$ cat src/rtl/core/trfd_pkg.sv
// ----------------------------------------------------------------------------
// trfd_pkg
// Shared constants, codes and controller/datapath interface types for the
// trace FIFO drain tracker.
// ----------------------------------------------------------------------------
package trfd_pkg;

    localparam int MAX_PARAGRAPHS  = 64;
    localparam int PARAGRAPH_BYTES = 1024;
    localparam int PAR_SHIFT       = $clog2(PARAGRAPH_BYTES);

    localparam int WORD_W  = 32;
    localparam int QUOT_W  = WORD_W - PAR_SHIFT;
    localparam int IDX_W   = 6;
    localparam int PCNT_W  = 7;
    localparam int LOST_W  = 16;
    localparam int KIND_W  = 2;
    localparam int DCNT_W  = $clog2(QUOT_W + 1);
    localparam int CFG_IDX_W = 1;

    localparam logic [CFG_IDX_W-1:0] REG_FIFO_BOTTOM     = 1'd0;
    localparam logic [CFG_IDX_W-1:0] REG_PARAGRAPH_COUNT = 1'd1;

    localparam logic [PCNT_W-1:0] PCOUNT_RESET = 7'd8;
    localparam logic [PCNT_W-1:0] PCOUNT_MAX   = PCNT_W'(MAX_PARAGRAPHS);
    localparam logic [LOST_W-1:0] LOST_SAT     = {LOST_W{1'b1}};

    localparam logic [KIND_W-1:0] KIND_READ    = 2'd0;
    localparam logic [KIND_W-1:0] KIND_NOTHING = 2'd1;
    localparam logic [KIND_W-1:0] KIND_NORUN   = 2'd2;
    localparam logic [KIND_W-1:0] KIND_STARTED = 2'd3;

    typedef struct packed {
        logic              capture;
        logic              acc_ovr;
        logic              div_start;
        logic              div_sel_next;
        logic              set_next;
        logic              do_start;
        logic              do_eval;
        logic              out_load;
        logic [KIND_W-1:0] out_kind;
    } trfd_cmd_t;

    typedef struct packed {
        logic req_start;
        logic running;
        logic next_ge_n;
        logic div_done;
        logic rem_zero;
    } trfd_status_t;

endpackage

$ cat src/rtl/core/trfd_rem.sv
// ----------------------------------------------------------------------------
// trfd_rem
// Iterative remainder unit: one dividend bit per cycle, restoring form.
// ----------------------------------------------------------------------------
module trfd_rem
    import trfd_pkg::*;
(
    input  logic              clk,
    input  logic              rst_n,
    input  logic              start,
    input  logic [QUOT_W-1:0] dividend,
    input  logic [PCNT_W-1:0] divisor,
    output logic              done,
    output logic [IDX_W-1:0]  rem
);

    logic [QUOT_W-1:0] shift_reg, shift_next;
    logic [PCNT_W-1:0] rem_reg, rem_next;
    logic [DCNT_W-1:0] count_reg, count_next;
    logic              busy_reg, busy_next;
    logic              done_reg, done_next;
    logic [PCNT_W:0]   trial;

    always_comb
    begin
        shift_next = shift_reg;
        rem_next   = rem_reg;
        count_next = count_reg;
        busy_next  = busy_reg;
        done_next  = 1'b0;
        trial      = {rem_reg, shift_reg[QUOT_W-1]};
        if (start && !busy_reg)
        begin
            shift_next = dividend;
            rem_next   = '0;
            count_next = DCNT_W'(QUOT_W);
            busy_next  = 1'b1;
        end
        else if (busy_reg)
        begin
            shift_next = {shift_reg[QUOT_W-2:0], 1'b0};
            if (trial >= {1'b0, divisor})
            begin
                rem_next = PCNT_W'(trial - {1'b0, divisor});
            end
            else
            begin
                rem_next = trial[PCNT_W-1:0];
            end
            count_next = count_reg - 1'b1;
            if (count_reg == DCNT_W'(1))
            begin
                busy_next = 1'b0;
                done_next = 1'b1;
            end
        end
    end

    always_ff @(posedge clk or negedge rst_n)
    begin
        if (!rst_n)
        begin
            shift_reg <= '0;
            rem_reg   <= '0;
            count_reg <= '0;
            busy_reg  <= 1'b0;
            done_reg  <= 1'b0;
        end
        else
        begin
            shift_reg <= shift_next;
            rem_reg   <= rem_next;
            count_reg <= count_next;
            busy_reg  <= busy_next;
            done_reg  <= done_next;
        end
    end

    assign done = done_reg;
    assign rem  = rem_reg[IDX_W-1:0];

endmodule

$ cat src/rtl/core/trfd_dp.sv
// ----------------------------------------------------------------------------
// trfd_dp
// Datapath: configuration, tracker state, lap evaluation and the output
// word register.
// ----------------------------------------------------------------------------
module trfd_dp
    import trfd_pkg::*;
(
    input  logic                 clk,
    input  logic                 rst_n,
    input  logic                 cfg_we,
    input  logic [CFG_IDX_W-1:0] cfg_index,
    input  logic [WORD_W-1:0]    cfg_data,
    input  logic                 req_type,
    input  logic [WORD_W-1:0]    write_pointer,
    input  logic [WORD_W-1:0]    overrun_count,
    input  trfd_cmd_t            cmd,
    output trfd_status_t         status,
    output logic [KIND_W-1:0]    result_kind,
    output logic [IDX_W-1:0]     paragraph_index,
    output logic [WORD_W-1:0]    buffer_offset,
    output logic [WORD_W-1:0]    sequence_res,
    output logic [LOST_W-1:0]    lost_paragraphs,
    output logic                 gap_flag,
    output logic [WORD_W-1:0]    total_overruns,
    output logic [WORD_W-1:0]    total_laps,
    output logic [WORD_W-1:0]    total_lost,
    output logic                 last
);

    logic [WORD_W-1:0] fifo_bottom_reg, fifo_bottom_next;
    logic [PCNT_W-1:0] pcount_reg, pcount_next;
    logic              req_reg, req_next;
    logic [QUOT_W-1:0] quot_reg, quot_next;
    logic [WORD_W-1:0] ovr_reg, ovr_next;
    logic              running_reg, running_next;
    logic [IDX_W-1:0]  next_par_reg, next_par_next;
    logic [WORD_W-1:0] last_ovr_reg, last_ovr_next;
    logic [WORD_W-1:0] seq_reg, seq_next;
    logic [LOST_W-1:0] pending_reg, pending_next;
    logic [WORD_W-1:0] ovr_total_reg, ovr_total_next;
    logic [WORD_W-1:0] lap_total_reg, lap_total_next;
    logic [WORD_W-1:0] lost_total_reg, lost_total_next;
    logic [IDX_W-1:0]  remain_reg, remain_next;

    logic [KIND_W-1:0] o_kind_reg, o_kind_next;
    logic [IDX_W-1:0]  o_idx_reg, o_idx_next;
    logic [WORD_W-1:0] o_off_reg, o_off_next;
    logic [WORD_W-1:0] o_seq_reg, o_seq_next;
    logic [LOST_W-1:0] o_lost_reg, o_lost_next;
    logic [WORD_W-1:0] o_tovr_reg, o_tovr_next;
    logic [WORD_W-1:0] o_tlap_reg, o_tlap_next;
    logic [WORD_W-1:0] o_tlost_reg, o_tlost_next;
    logic              o_last_reg, o_last_next;

    logic [PCNT_W-1:0] n_used;
    logic              div_done;
    logic [IDX_W-1:0]  div_rem;
    logic [QUOT_W-1:0] div_dividend;
    logic [IDX_W+1:0]  sum;
    logic [IDX_W+1:0]  avail_wide;
    logic [IDX_W-1:0]  avail;
    logic              lap;
    logic [PCNT_W-1:0] lap_lost;
    logic [LOST_W:0]   pend_sum;
    logic [WORD_W-1:0] diff;
    logic [IDX_W-1:0]  adv_wide;
    logic [PCNT_W-1:0] adv_sum;
    logic [WORD_W-1:0] next_offset;

    always_comb
    begin
        if (pcount_reg == '0)
        begin
            n_used = PCNT_W'(1);
        end
        else if (pcount_reg > PCOUNT_MAX)
        begin
            n_used = PCOUNT_MAX;
        end
        else
        begin
            n_used = pcount_reg;
        end
    end

    assign div_dividend = cmd.div_sel_next ? QUOT_W'(next_par_reg) : quot_reg;

    trfd_rem u_rem (
        .clk      (clk),
        .rst_n    (rst_n),
        .start    (cmd.div_start),
        .dividend (div_dividend),
        .divisor  (n_used),
        .done     (div_done),
        .rem      (div_rem)
    );

    always_comb
    begin
        diff       = write_pointer - fifo_bottom_reg;
        sum        = (IDX_W+2)'(div_rem) + (IDX_W+2)'(n_used) - (IDX_W+2)'(next_par_reg);
        avail_wide = (sum >= (IDX_W+2)'(n_used)) ? sum - (IDX_W+2)'(n_used) : sum;
        avail      = avail_wide[IDX_W-1:0];
        lap        = (avail != '0) && ({1'b0, avail} >= n_used - 1'b1);
        lap_lost   = {1'b0, avail} + PCNT_W'(2) - n_used;
        pend_sum   = {1'b0, pending_reg} + (LOST_W+1)'(lap_lost);
        adv_sum    = {1'b0, next_par_reg} + 1'b1;
        adv_wide   = (adv_sum == n_used) ? '0 : adv_sum[IDX_W-1:0];
        next_offset = fifo_bottom_reg + (WORD_W'(next_par_reg) << PAR_SHIFT);
    end

    always_comb
    begin
        fifo_bottom_next = fifo_bottom_reg;
        pcount_next      = pcount_reg;
        req_next         = req_reg;
        quot_next        = quot_reg;
        ovr_next         = ovr_reg;
        running_next     = running_reg;
        next_par_next    = next_par_reg;
        last_ovr_next    = last_ovr_reg;
        seq_next         = seq_reg;
        pending_next     = pending_reg;
        ovr_total_next   = ovr_total_reg;
        lap_total_next   = lap_total_reg;
        lost_total_next  = lost_total_reg;
        remain_next      = remain_reg;
        o_kind_next      = o_kind_reg;
        o_idx_next       = o_idx_reg;
        o_off_next       = o_off_reg;
        o_seq_next       = o_seq_reg;
        o_lost_next      = o_lost_reg;
        o_tovr_next      = o_tovr_reg;
        o_tlap_next      = o_tlap_reg;
        o_tlost_next     = o_tlost_reg;
        o_last_next      = o_last_reg;

        if (cfg_we)
        begin
            case (cfg_index)
                REG_FIFO_BOTTOM:     fifo_bottom_next = cfg_data;
                REG_PARAGRAPH_COUNT: pcount_next = cfg_data[PCNT_W-1:0];
                default:             fifo_bottom_next = fifo_bottom_reg;
            endcase
        end

        if (cmd.capture)
        begin
            req_next  = req_type;
            quot_next = diff[WORD_W-1:PAR_SHIFT];
            ovr_next  = overrun_count;
        end

        if (cmd.acc_ovr)
        begin
            ovr_total_next = ovr_total_reg + (ovr_reg - last_ovr_reg);
            last_ovr_next  = ovr_reg;
        end

        if (cmd.set_next)
        begin
            next_par_next = div_rem;
        end

        if (cmd.do_start)
        begin
            next_par_next   = div_rem;
            last_ovr_next   = ovr_reg;
            seq_next        = '0;
            pending_next    = '0;
            ovr_total_next  = '0;
            lap_total_next  = '0;
            lost_total_next = '0;
            running_next    = 1'b1;
            remain_next     = '0;
        end

        if (cmd.do_eval)
        begin
            if (lap)
            begin
                lap_total_next  = lap_total_reg + 1'b1;
                lost_total_next = lost_total_reg + WORD_W'(lap_lost);
                pending_next    = pend_sum[LOST_W] ? LOST_SAT : pend_sum[LOST_W-1:0];
                next_par_next   = div_rem;
                remain_next     = '0;
            end
            else
            begin
                remain_next = avail;
            end
        end

        if (cmd.out_load)
        begin
            o_kind_next  = cmd.out_kind;
            o_idx_next   = next_par_reg;
            o_off_next   = next_offset;
            o_seq_next   = seq_reg;
            o_lost_next  = pending_reg;
            o_tovr_next  = ovr_total_reg;
            o_tlap_next  = lap_total_reg;
            o_tlost_next = lost_total_reg;
            o_last_next  = 1'b1;
            case (cmd.out_kind)
                KIND_READ:
                begin
                    o_last_next   = (remain_reg == IDX_W'(1));
                    seq_next      = seq_reg + 1'b1;
                    pending_next  = '0;
                    next_par_next = adv_wide;
                    remain_next   = remain_reg - 1'b1;
                end
                KIND_NOTHING:
                begin
                    o_last_next = 1'b1;
                end
                KIND_NORUN:
                begin
                    o_idx_next   = '0;
                    o_off_next   = '0;
                    o_seq_next   = '0;
                    o_lost_next  = '0;
                    o_tovr_next  = '0;
                    o_tlap_next  = '0;
                    o_tlost_next = '0;
                end
                default:
                begin
                    o_seq_next   = '0;
                    o_lost_next  = '0;
                    o_tovr_next  = '0;
                    o_tlap_next  = '0;
                    o_tlost_next = '0;
                end
            endcase
        end
    end

    always_ff @(posedge clk or negedge rst_n)
    begin
        if (!rst_n)
        begin
            fifo_bottom_reg <= '0;
            pcount_reg      <= PCOUNT_RESET;
            req_reg         <= 1'b0;
            quot_reg        <= '0;
            ovr_reg         <= '0;
            running_reg     <= 1'b0;
            next_par_reg    <= '0;
            last_ovr_reg    <= '0;
            seq_reg         <= '0;
            pending_reg     <= '0;
            ovr_total_reg   <= '0;
            lap_total_reg   <= '0;
            lost_total_reg  <= '0;
            remain_reg      <= '0;
            o_kind_reg      <= '0;
            o_idx_reg       <= '0;
            o_off_reg       <= '0;
            o_seq_reg       <= '0;
            o_lost_reg      <= '0;
            o_tovr_reg      <= '0;
            o_tlap_reg      <= '0;
            o_tlost_reg     <= '0;
            o_last_reg      <= 1'b0;
        end
        else
        begin
            fifo_bottom_reg <= fifo_bottom_next;
            pcount_reg      <= pcount_next;
            req_reg         <= req_next;
            quot_reg        <= quot_next;
            ovr_reg         <= ovr_next;
            running_reg     <= running_next;
            next_par_reg    <= next_par_next;
            last_ovr_reg    <= last_ovr_next;
            seq_reg         <= seq_next;
            pending_reg     <= pending_next;
            ovr_total_reg   <= ovr_total_next;
            lap_total_reg   <= lap_total_next;
            lost_total_reg  <= lost_total_next;
            remain_reg      <= remain_next;
            o_kind_reg      <= o_kind_next;
            o_idx_reg       <= o_idx_next;
            o_off_reg       <= o_off_next;
            o_seq_reg       <= o_seq_next;
            o_lost_reg      <= o_lost_next;
            o_tovr_reg      <= o_tovr_next;
            o_tlap_reg      <= o_tlap_next;
            o_tlost_reg     <= o_tlost_next;
            o_last_reg      <= o_last_next;
        end
    end

    assign status.req_start = !req_reg;
    assign status.running   = running_reg;
    assign status.next_ge_n = ({1'b0, next_par_reg} >= n_used);
    assign status.div_done  = div_done;
    assign status.rem_zero  = (remain_reg == '0);

    assign result_kind     = o_kind_reg;
    assign paragraph_index = o_idx_reg;
    assign buffer_offset   = o_off_reg;
    assign sequence_res    = o_seq_reg;
    assign lost_paragraphs = o_lost_reg;
    assign gap_flag        = (o_lost_reg != '0);
    assign total_overruns  = o_tovr_reg;
    assign total_laps      = o_tlap_reg;
    assign total_lost      = o_tlost_reg;
    assign last            = o_last_reg;

endmodule

$ cat src/rtl/core/trfd_ctrl.sv
// ----------------------------------------------------------------------------
// trfd_ctrl
// Controller: sequences capture, remainder runs, evaluation and the
// emission of output words.
// ----------------------------------------------------------------------------
module trfd_ctrl
    import trfd_pkg::*;
(
    input  logic         clk,
    input  logic         rst_n,
    input  logic         in_valid,
    output logic         in_ready,
    output logic         out_valid,
    input  logic         out_ready,
    input  trfd_status_t status,
    output trfd_cmd_t    cmd
);

    localparam logic [2:0] S_IDLE = 3'd0;
    localparam logic [2:0] S_PREP = 3'd1;
    localparam logic [2:0] S_DIVN = 3'd2;
    localparam logic [2:0] S_DIVP = 3'd3;
    localparam logic [2:0] S_LOAD = 3'd4;
    localparam logic [2:0] S_OUT  = 3'd5;

    logic [2:0] state_reg, state_next;

    always_comb
    begin
        state_next = state_reg;
        cmd        = '0;
        cmd.out_kind = KIND_READ;
        case (state_reg)
            S_IDLE:
            begin
                if (in_valid)
                begin
                    cmd.capture = 1'b1;
                    state_next  = S_PREP;
                end
            end
            S_PREP:
            begin
                if (status.req_start)
                begin
                    cmd.div_start = 1'b1;
                    state_next    = S_DIVP;
                end
                else if (!status.running)
                begin
                    state_next = S_LOAD;
                end
                else
                begin
                    cmd.acc_ovr   = 1'b1;
                    cmd.div_start = 1'b1;
                    if (status.next_ge_n)
                    begin
                        cmd.div_sel_next = 1'b1;
                        state_next       = S_DIVN;
                    end
                    else
                    begin
                        state_next = S_DIVP;
                    end
                end
            end
            S_DIVN:
            begin
                if (status.div_done)
                begin
                    cmd.set_next  = 1'b1;
                    cmd.div_start = 1'b1;
                    state_next    = S_DIVP;
                end
            end
            S_DIVP:
            begin
                if (status.div_done)
                begin
                    if (status.req_start)
                    begin
                        cmd.do_start = 1'b1;
                    end
                    else
                    begin
                        cmd.do_eval = 1'b1;
                    end
                    state_next = S_LOAD;
                end
            end
            S_LOAD:
            begin
                cmd.out_load = 1'b1;
                if (status.req_start)
                begin
                    cmd.out_kind = KIND_STARTED;
                end
                else if (!status.running)
                begin
                    cmd.out_kind = KIND_NORUN;
                end
                else if (status.rem_zero)
                begin
                    cmd.out_kind = KIND_NOTHING;
                end
                else
                begin
                    cmd.out_kind = KIND_READ;
                end
                state_next = S_OUT;
            end
            S_OUT:
            begin
                if (out_ready)
                begin
                    if (!status.rem_zero)
                    begin
                        cmd.out_load = 1'b1;
                        cmd.out_kind = KIND_READ;
                    end
                    else
                    begin
                        state_next = S_IDLE;
                    end
                end
            end
            default:
            begin
                state_next = S_IDLE;
            end
        endcase
    end

    always_ff @(posedge clk or negedge rst_n)
    begin
        if (!rst_n)
        begin
            state_reg <= S_IDLE;
        end
        else
        begin
            state_reg <= state_next;
        end
    end

    assign in_ready  = (state_reg == S_IDLE);
    assign out_valid = (state_reg == S_OUT);

endmodule

$ cat src/rtl/core/trace_fifo_drain_tracker_top.sv
// ----------------------------------------------------------------------------
// trace_fifo_drain_tracker_top
// Tracks the write pointer of a circular paragraph trace buffer and issues
// one read command word per complete paragraph that waits.
//
// The input channel (in_valid/in_ready) takes a start or poll word with the
// write pointer and overrun counter. The output channel (out_valid/out_ready)
// returns result words; the final word of each input has last set.
// The configuration port (cfg_we, cfg_index, cfg_data) writes the buffer
// base or the paragraph count, one register per write; the user must use
// it only while idle; the block itself does not enforce this. One input word
// is handled at a time. A start, or a poll while running, shows its first
// result word after one pass of the bit-serial remainder unit (22 steps)
// that reduces the pointer's paragraph modulo the paragraph count; a poll
// that must first reduce a stored next paragraph takes a second pass. A
// poll before any start skips the remainder unit. Read commands follow one
// per cycle while the receiver takes them, then the next input is taken.
// A stalled receiver holds the current output word; nothing is lost.
// Reset clears all tracking state, so a poll before any start answers
// "not running"; the paragraph count resets to 8 and the base to 0.
// ----------------------------------------------------------------------------
module trace_fifo_drain_tracker_top
    import trfd_pkg::*;
(
    input  logic                 clk,
    input  logic                 rst_n,
    input  logic                 cfg_we,
    input  logic [CFG_IDX_W-1:0] cfg_index,
    input  logic [WORD_W-1:0]    cfg_data,
    input  logic                 in_valid,
    output logic                 in_ready,
    input  logic                 req_type,
    input  logic [WORD_W-1:0]    write_pointer,
    input  logic [WORD_W-1:0]    overrun_count,
    output logic                 out_valid,
    input  logic                 out_ready,
    output logic [KIND_W-1:0]    result_kind,
    output logic [IDX_W-1:0]     paragraph_index,
    output logic [WORD_W-1:0]    buffer_offset,
    output logic [WORD_W-1:0]    sequence_res,
    output logic [LOST_W-1:0]    lost_paragraphs,
    output logic                 gap_flag,
    output logic [WORD_W-1:0]    total_overruns,
    output logic [WORD_W-1:0]    total_laps,
    output logic [WORD_W-1:0]    total_lost,
    output logic                 last
);

    trfd_cmd_t    cmd;
    trfd_status_t status;

    trfd_ctrl u_ctrl (
        .clk       (clk),
        .rst_n     (rst_n),
        .in_valid  (in_valid),
        .in_ready  (in_ready),
        .out_valid (out_valid),
        .out_ready (out_ready),
        .status    (status),
        .cmd       (cmd)
    );

    trfd_dp u_dp (
        .clk             (clk),
        .rst_n           (rst_n),
        .cfg_we          (cfg_we),
        .cfg_index       (cfg_index),
        .cfg_data        (cfg_data),
        .req_type        (req_type),
        .write_pointer   (write_pointer),
        .overrun_count   (overrun_count),
        .cmd             (cmd),
        .status          (status),
        .result_kind     (result_kind),
        .paragraph_index (paragraph_index),
        .buffer_offset   (buffer_offset),
        .sequence_res    (sequence_res),
        .lost_paragraphs (lost_paragraphs),
        .gap_flag        (gap_flag),
        .total_overruns  (total_overruns),
        .total_laps      (total_laps),
        .total_lost      (total_lost),
        .last            (last)
    );

endmodule

$ cat config.mk
export PLATFORM = sky130hd
export DESIGN_NAME = trace_fifo_drain_tracker_top
export DESIGN_NICKNAME = d
export VERILOG_FILES = /design/src/rtl/core/trfd_pkg.sv /design/src/rtl/core/trfd_rem.sv /design/src/rtl/core/trfd_dp.sv /design/src/rtl/core/trfd_ctrl.sv /design/src/rtl/core/trace_fifo_drain_tracker_top.sv
export SDC_FILE = /design/constraint.sdc
export NUM_CORES = 1
export LEC_CHECK = 0
export BUFFER_PORTS_ARGS = -buffer_cell sky130_fd_sc_hd__clkbuf_2
export CAP_MARGIN = 15
export CORE_AREA = 2 2 226 228
export CTS_BUF_LIST = sky130_fd_sc_hd__clkbuf_4
export CTS_CLUSTER_SIZE = 40
export DETAILED_ROUTE_END_ITERATION = 16
export DIE_AREA = 0 0 228 230
export PLACE_DENSITY = 0.79
export SLEW_MARGIN = 25
export SYNTH_ARGS = -nofsm -noshare
export SYNTH_HDL_FRONTEND = slang
export SYNTH_SLANG_ARGS = --single-unit
$ cat constraint.sdc
create_clock -name clk -period 7.55 [get_ports clk]
set_input_delay 1.51 -clock clk [delete_from_list [all_inputs] [get_ports clk]]
set_output_delay 1.51 -clock clk [all_outputs]
set_load 0.01 [all_outputs]
Yosys cells after proc, flatten, opt, wreduce, memory -nomap -nowiden --
Index checks and enable logic that the tools add are counted.
Cells by class: add/subtract/negate cells 18, $lt $le $gt $ge 5, equal/unequal tests 15, multiplexer cells 87, bitwise operators 1, reductions and logical operators 15
Operators by type and width (count):
- 32-bit two-way mux | 18
- 16-bit two-way mux | 7
- 6-bit two-way mux | 14
- 22-bit two-way mux | 3
- 32-bit by 1-bit adder with 32-bit output (second input constant) | 2
- 32-bit subtractor | 2
- 7-bit two-way mux | 5
- 32-bit by 16-bit adder with 32-bit output | 1
- 32-bit adder | 1
- 32-bit by 7-bit adder with 32-bit output | 1
- 3-bit two-way mux | 10
- 1-bit two-way mux | 21
- 3-bit case mux with 6 select lines | 1
- 16-bit by 7-bit adder with 17-bit output | 1
- 8-bit by 7-bit greater-or-equal comparator with 1-bit output | 2
- 16-bit nonzero test | 1
- 6-bit by 7-bit greater-or-equal comparator with 1-bit output | 2
- 7-bit subtractor | 2
- 5-bit two-way mux | 2
- 6-bit by 7-bit adder with 8-bit output | 1
- 2-bit two-way mux | 4
- 2-bit by 1-bit inequality test with 1-bit output (second input constant) | 4
- 8-bit by 6-bit subtractor with 8-bit output | 1
- 6-bit by 1-bit adder with 7-bit output (second input constant) | 1
- 29 further kinds | 34
Storage, ports and cells: bits in registers 507, output and inout bits 188, logic and storage cells 170

Longest topological paths before layout --
depth after elaboration 15, depth in mapped cells 35

By module --
A second synthesis with hierarchy kept.
Unflattened totals: cells, all modules 3101, area, all modules 28665.0 µm²
By module, submodules not included:
- trfd_dp | instances 1, cells an instance 2839, area each 26260.2 µm², sequential area each 11712.5 µm²
- trfd_rem | instances 1, cells an instance 219, area each 2105.8 µm², sequential area each 900.9 µm²
- trfd_ctrl | instances 1, cells an instance 43, area each 299.0 µm², sequential area each 75.1 µm²

Worst setup path before layout --
Ideal clock, no wire load.
kind register to register, start register u_dp.pcount_reg[6], end register u_dp.pending_reg[13], setup time 133 ps, data arrival time 7313 ps, data required time 7417 ps, setup slack 104 ps, stages on the path, launching flop included 35, path buffers 3, period minus slack after synthesis 7446 ps, path through dfrtp_1 > clkbuf_1 > buf_1 > nor2b_1 > inv_1 > fa_1 > inv_1 > ha_1 > a21oi_1 > nor2b_1 > nor2_1 > xnor2_1 > ha_1 > nor2_1 > a21oi_1 > a41oi_1 > o21ai_1 > a2111oi_4 > mux2i_1 > inv_1 > ha_1 > inv_1 > ha_1 > fa_1 > ha_1 > a21o_1 > a21oi_1 > o21bai_1 > a21o_1 > a21oi_1 > nor3_1 > nand2b_1 > clkbuf_1 > o41ai_1 > a21oi_1
On the way: word-level cells in the longest chain between the ends 15, elaborated cells between the ends (all ways) 21, those cells by class add/sub (7); order compare (3); mux (8); reduce/logical (3)
Ends and longest elaborated chain:
- start, declared | RTL line trfd_dp.sv:32 | logic [PCNT_W-1:0] pcount_reg, pcount_next;
- start signal, assigned | RTL line trfd_dp.sv:272 | pcount_reg <= pcount_next;
- 7-bit > comparator | RTL line trfd_dp.sv:77 | else if (pcount_reg > PCOUNT_MAX)
- 7-bit two-way mux | RTL line trfd_dp.sv:77
- 7-bit two-way mux * | RTL line trfd_dp.sv:73 | if (pcount_reg == '0)
- 6-bit by 7-bit adder with 8-bit output | RTL line trfd_dp.sv:102 | sum = (IDX_W+2)'(div_rem) + (IDX_W+2)'(n_used) - (IDX_W+2)'(next_par_reg);
- 8-bit by 6-bit subtractor with 8-bit output | RTL line trfd_dp.sv:102
- 8-bit by 7-bit greater-or-equal comparator with 1-bit output or 6-bit subtractor (tied branches) | RTL line trfd_dp.sv:103 | avail_wide = (sum >= (IDX_W+2)'(n_used)) ? sum - (IDX_W+2)'(n_used) : sum;
- 6-bit two-way mux | RTL line trfd_dp.sv:103
- 6-bit by 2-bit adder with 7-bit output | RTL line trfd_dp.sv:106 | lap_lost = {1'b0, avail} + PCNT_W'(2) - n_used;
- 7-bit subtractor | RTL line trfd_dp.sv:106
- 16-bit by 7-bit adder with 17-bit output | RTL line trfd_dp.sv:107 | pend_sum = {1'b0, pending_reg} + (LOST_W+1)'(lap_lost);
- 16-bit two-way mux | RTL line trfd_dp.sv:185 | pending_next = pend_sum[LOST_W] ? LOST_SAT : pend_sum[LOST_W-1:0];
- 16-bit two-way mux * | RTL line trfd_dp.sv:181 | if (lap)
- 16-bit two-way mux * | RTL line trfd_dp.sv:179 | if (cmd.do_eval)
- 16-bit two-way mux | RTL line trfd_dp.sv:206 | case (cmd.out_kind)
- 16-bit two-way mux * | RTL line trfd_dp.sv:195 | if (cmd.out_load)
- named net u_dp.pending_next[13] | RTL line trfd_dp.sv:40 | logic [LOST_W-1:0] pending_reg, pending_next;
- end signal, assigned | RTL line trfd_dp.sv:280 | pending_reg <= pending_next;
- end, declared | RTL line trfd_dp.sv:40
The timed path passes the listed nets; every way through them passes the cells marked *. A chain may end at the register's enable or synchronous reset.

Final worst setup path --
start register u_dp.pcount_reg[3], end register u_dp.lost_total_reg[17]
On the way: word-level cells in the longest chain between the ends 12, elaborated cells between the ends (all ways) 18, those cells by class add/sub (7); order compare (3); mux (5); reduce/logical (3)
Ends and longest elaborated chain:
- 7-bit > comparator | RTL line trfd_dp.sv:77
- 7-bit two-way mux | RTL line trfd_dp.sv:77
- 7-bit two-way mux * | RTL line trfd_dp.sv:73
- 6-bit by 7-bit adder with 8-bit output | RTL line trfd_dp.sv:102
- 8-bit by 6-bit subtractor with 8-bit output | RTL line trfd_dp.sv:102
- 8-bit by 7-bit greater-or-equal comparator with 1-bit output or 6-bit subtractor (tied branches) | RTL line trfd_dp.sv:103
- 6-bit two-way mux | RTL line trfd_dp.sv:103
- 6-bit by 2-bit adder with 7-bit output | RTL line trfd_dp.sv:106
- 7-bit subtractor | RTL line trfd_dp.sv:106
- 32-bit by 7-bit adder with 32-bit output | RTL line trfd_dp.sv:184 | lost_total_next = lost_total_reg + WORD_W'(lap_lost);
- 32-bit two-way mux * | RTL line trfd_dp.sv:181
- 32-bit two-way mux * | RTL line trfd_dp.sv:179
- named net u_dp.lost_total_next[17] | RTL line trfd_dp.sv:43 | logic [WORD_W-1:0] lost_total_reg, lost_total_next;
- end signal, assigned | RTL line trfd_dp.sv:283 | lost_total_reg <= lost_total_next;
- end, declared | RTL line trfd_dp.sv:43
Marked as above.

==> results by group <==
Detailed routing
  • Via Count: 23.8k
  • Avg WL per Cell: 17.1 um
  • Initial DRT Pass Iterations: 6
  • DR DRC count: 0
  • Initial DRC count: 1,852
  • Vias per inst: 5.72
  • Routed Antenna Nets: 0
  • Routed WL: 71.1 mm

Timing
  • Clock Skew: 0.0541 ns
  • RSZ-0062 raised after global routing: false
  • # setup viols final: 0
  • Worst Tran Pin Value: 0.961 ns
  • Final period utilization: 95.3%
  • Final critical-path required period: 7.19 ns
  • Fmax: 139 MHz
  • Slew Viols, Final: 0
  • Worst slew margin: 35.7%
  • Final Hold Fails: 0

Clocking
  • Insertion delay to the later sink of the worst-skew pair: 0.98 ns
  • Sink Count: 507
  • Clk slew on worst S/H paths: 0.06 ns
  • CTS buffer count: 136
  • H-tree depth: 4
  • Hold_buf cts: 0
  • Clock Root Buffer: clkbuf_4
  • CTS max path bufs: 3
  • CTS tree: done

GRT
  • Largest net degree at the start of global routing: 181
  • Antenna violations before repair: 8
  • Global-route wire length before repair: 118 mm
  • Remaining Overflow, GRT: 0
  • GR Util All Layers: 27.4%
  • Vias in the first global route: 23.7k

Die
  • Rows: 82
  • DIE WIDTH: 228 um
  • Core Box Area: 0.0499 mm^2
  • Initial Util: 55.6%
  • Die Area: 0.0524 mm^2
  • Ports: 291
  • Die height: 230 um

Placed design
  • Count of input and output buffers: 290
  • Routability cong.: 0.892
  • Placed cell count: 3,920
  • Post-DP HPWL: 49.6 mm

Synth
  • Mapped Cells: 3,062
  • Syn Area/Cell: 9.06 um^2
  • Asr flop ratio synth: 100%
  • Syn Std Cell Area: 0.0277 mm^2
  • Synth Register Bits: 507
  • Syn nets: 3,342
  • Post-synth EDFFs: 0
  • Predominant post-synthesis flop cell: dfrtp_1
  • Netlist cell types: 67
  • Yosys warnings: 0
  • Seq/Total Area, Yosys: 45.8%

Final layout
  • Area grow syn2layout: 14.9%
  • Finished Layout Cells: 4,155
  • Final nets: 3,671
  • Layout cells sized above 1: 17.8%
  • Fillers: 4,136
  • Area of the multi-input gates: 0.0138 mm^2
  • Commonest non-fill, non-tap cell in the layout: nand2_1
  • Seq. cell area: 0.0127 mm^2
  • Most frequent cells in the layout: nand2_1 (602), dfrtp_1 (505), clkbuf_2 (289)

Worst setup path
  • Reg2reg path depth: 31
  • Worst-path fanout max: 25
  • Crit path capture: u_dp.lost_total_reg[17]
  • Slowest cell on crit path: dfstp_2
  • Reg-to-Reg Start: u_dp.pcount_reg[3]
  • Reg-to-reg endpoint: u_dp.lost_total_reg[17]
  • CP dominant cell by count: ha_1
  • Crit end category: flip-flop
  • WP data arrival: 8.07 ns
  • R2R Setup Slk: 0.36 ns
  • Worst path max stage delay: 0.56 ns
  • Worst Path Required: 8.43 ns
  • Crit path launch type: flip-flop
  • WS Path Type: reg2reg
  • CP Launch Point: u_dp.pcount_reg[3]

Outcome
  • Run status: finished, final reports clean

Run
  • Maxcap violations: 0

Hold path
  • Hold/Removal Path Class: reg2reg
[logic make-up after synthesis]
family          share of synthesized area [%]
simple gates                             16.9
compound gates                           17.4
flops                                    45.8
buf+inv                                  5.23
fa+ha+maj                                9.15
xor+xnor                                 3.76
mux                                      1.77
[per-stage QoR]
stage                     instance area, um^2  setup TNS, ns  worst slack, ns  utilization, %  hold slack, ns
after detailed placement                30000         -0.730           -0.120            60.1           0.469
after global routing                    31900              0           0.0206            63.9           0.499
final                                   31900              0            0.358            63.9           0.476
after global placement                  29900              0           0.0940            60.0           0.454
after CTS                               31600              0           0.0604            63.4           0.469
after floorplan                         27700              0            0.104               -           0.443
[area by class of cell]
cell class	count	area share, %
Clock inverter	31	0.554
Clock buffer	193	4.55
Tap cell	672	2.64
Multi-Input combinational cell	2169	43.3
Antenna cell	6	0.0471
Inverter	234	2.76
Timing Repair Buffer	343	6.27
Sequential cell	507	39.8
[synth_stat cells (20+ instances only)]
master	count	share of area (%)
nand2_1	602	8.1
dfrtp_1	506	46
a21oi_1	268	4.8
inv_1	233	3.2
o21ai_0	217	3.9
clkbuf_1	134	1.8
ha_1	134	6.0
nand3_1	121	2.2
nor2_1	85	1.2
xnor2_1	80	2.5
fa_1	43	3.1
a21o_1	41	1.1
a22o_1	40	1.3
nor3_1	39	0.70
xor2_1	39	1.2
o31ai_1	31	0.84
mux2i_1	30	1.1
or3_1	29	0.65
nand4_1	28	0.63
and3_1	25	0.56
nand2b_1	21	0.47
o211ai_1	21	0.57
a211oi_1	20	0.54
or4_1	20	0.54
[routing by layer]
metal	track usage [%]	wire length, um	vias to the layer above	part of all wire [%]
met1	35.6	30600	11500	43
li1	-	-	11300	-
met4	11.9	2060	10	2.9
met3	6.80	4430	162	6.2
met2	43.9	34000	789	48
met5	0	62	-	0.087
[repair_timing]
action	4_1_cts	5_1_grt
gates resized for setup	2	21
pin swaps	0	5
setup endpoints to repair	8	41
buffers inserted	0	2
[critical path, delay by kind of cell, from the launching register on]
family	cells	cell delay, ns
compound gates	12	2.50
fa+ha+maj	8	2.44
simple gates	3	0.58
flops	1	0.56
buf+inv	5	0.37
xor+xnor	2	0.34
mux	1	0.31
[worst min-delay path by stage]
stage	to	start	cells after the start	slack, ns
2_1_floorplan	u_dp.quot_reg[6]	u_dp.quot_reg[6]	2	0.44
3_3_place_gp	u_dp.sequence_res[10]	u_dp.sequence_res[10]	2	0.45
3_5_place_dp	u_dp.quot_reg[4]	u_dp.quot_reg[4]	2	0.47
4_1_cts	u_dp.u_rem.shift_reg[2]	u_dp.u_rem.shift_reg[1]	2	0.47
5_1_grt	u_dp.quot_reg[1]	u_dp.quot_reg[1]	2	0.50
6_report	u_dp.quot_reg[4]	u_dp.quot_reg[4]	2	0.48
Power is not shown: default switching activity piles up to over one toggle a cycle in this logic, so the estimate is an artifact.
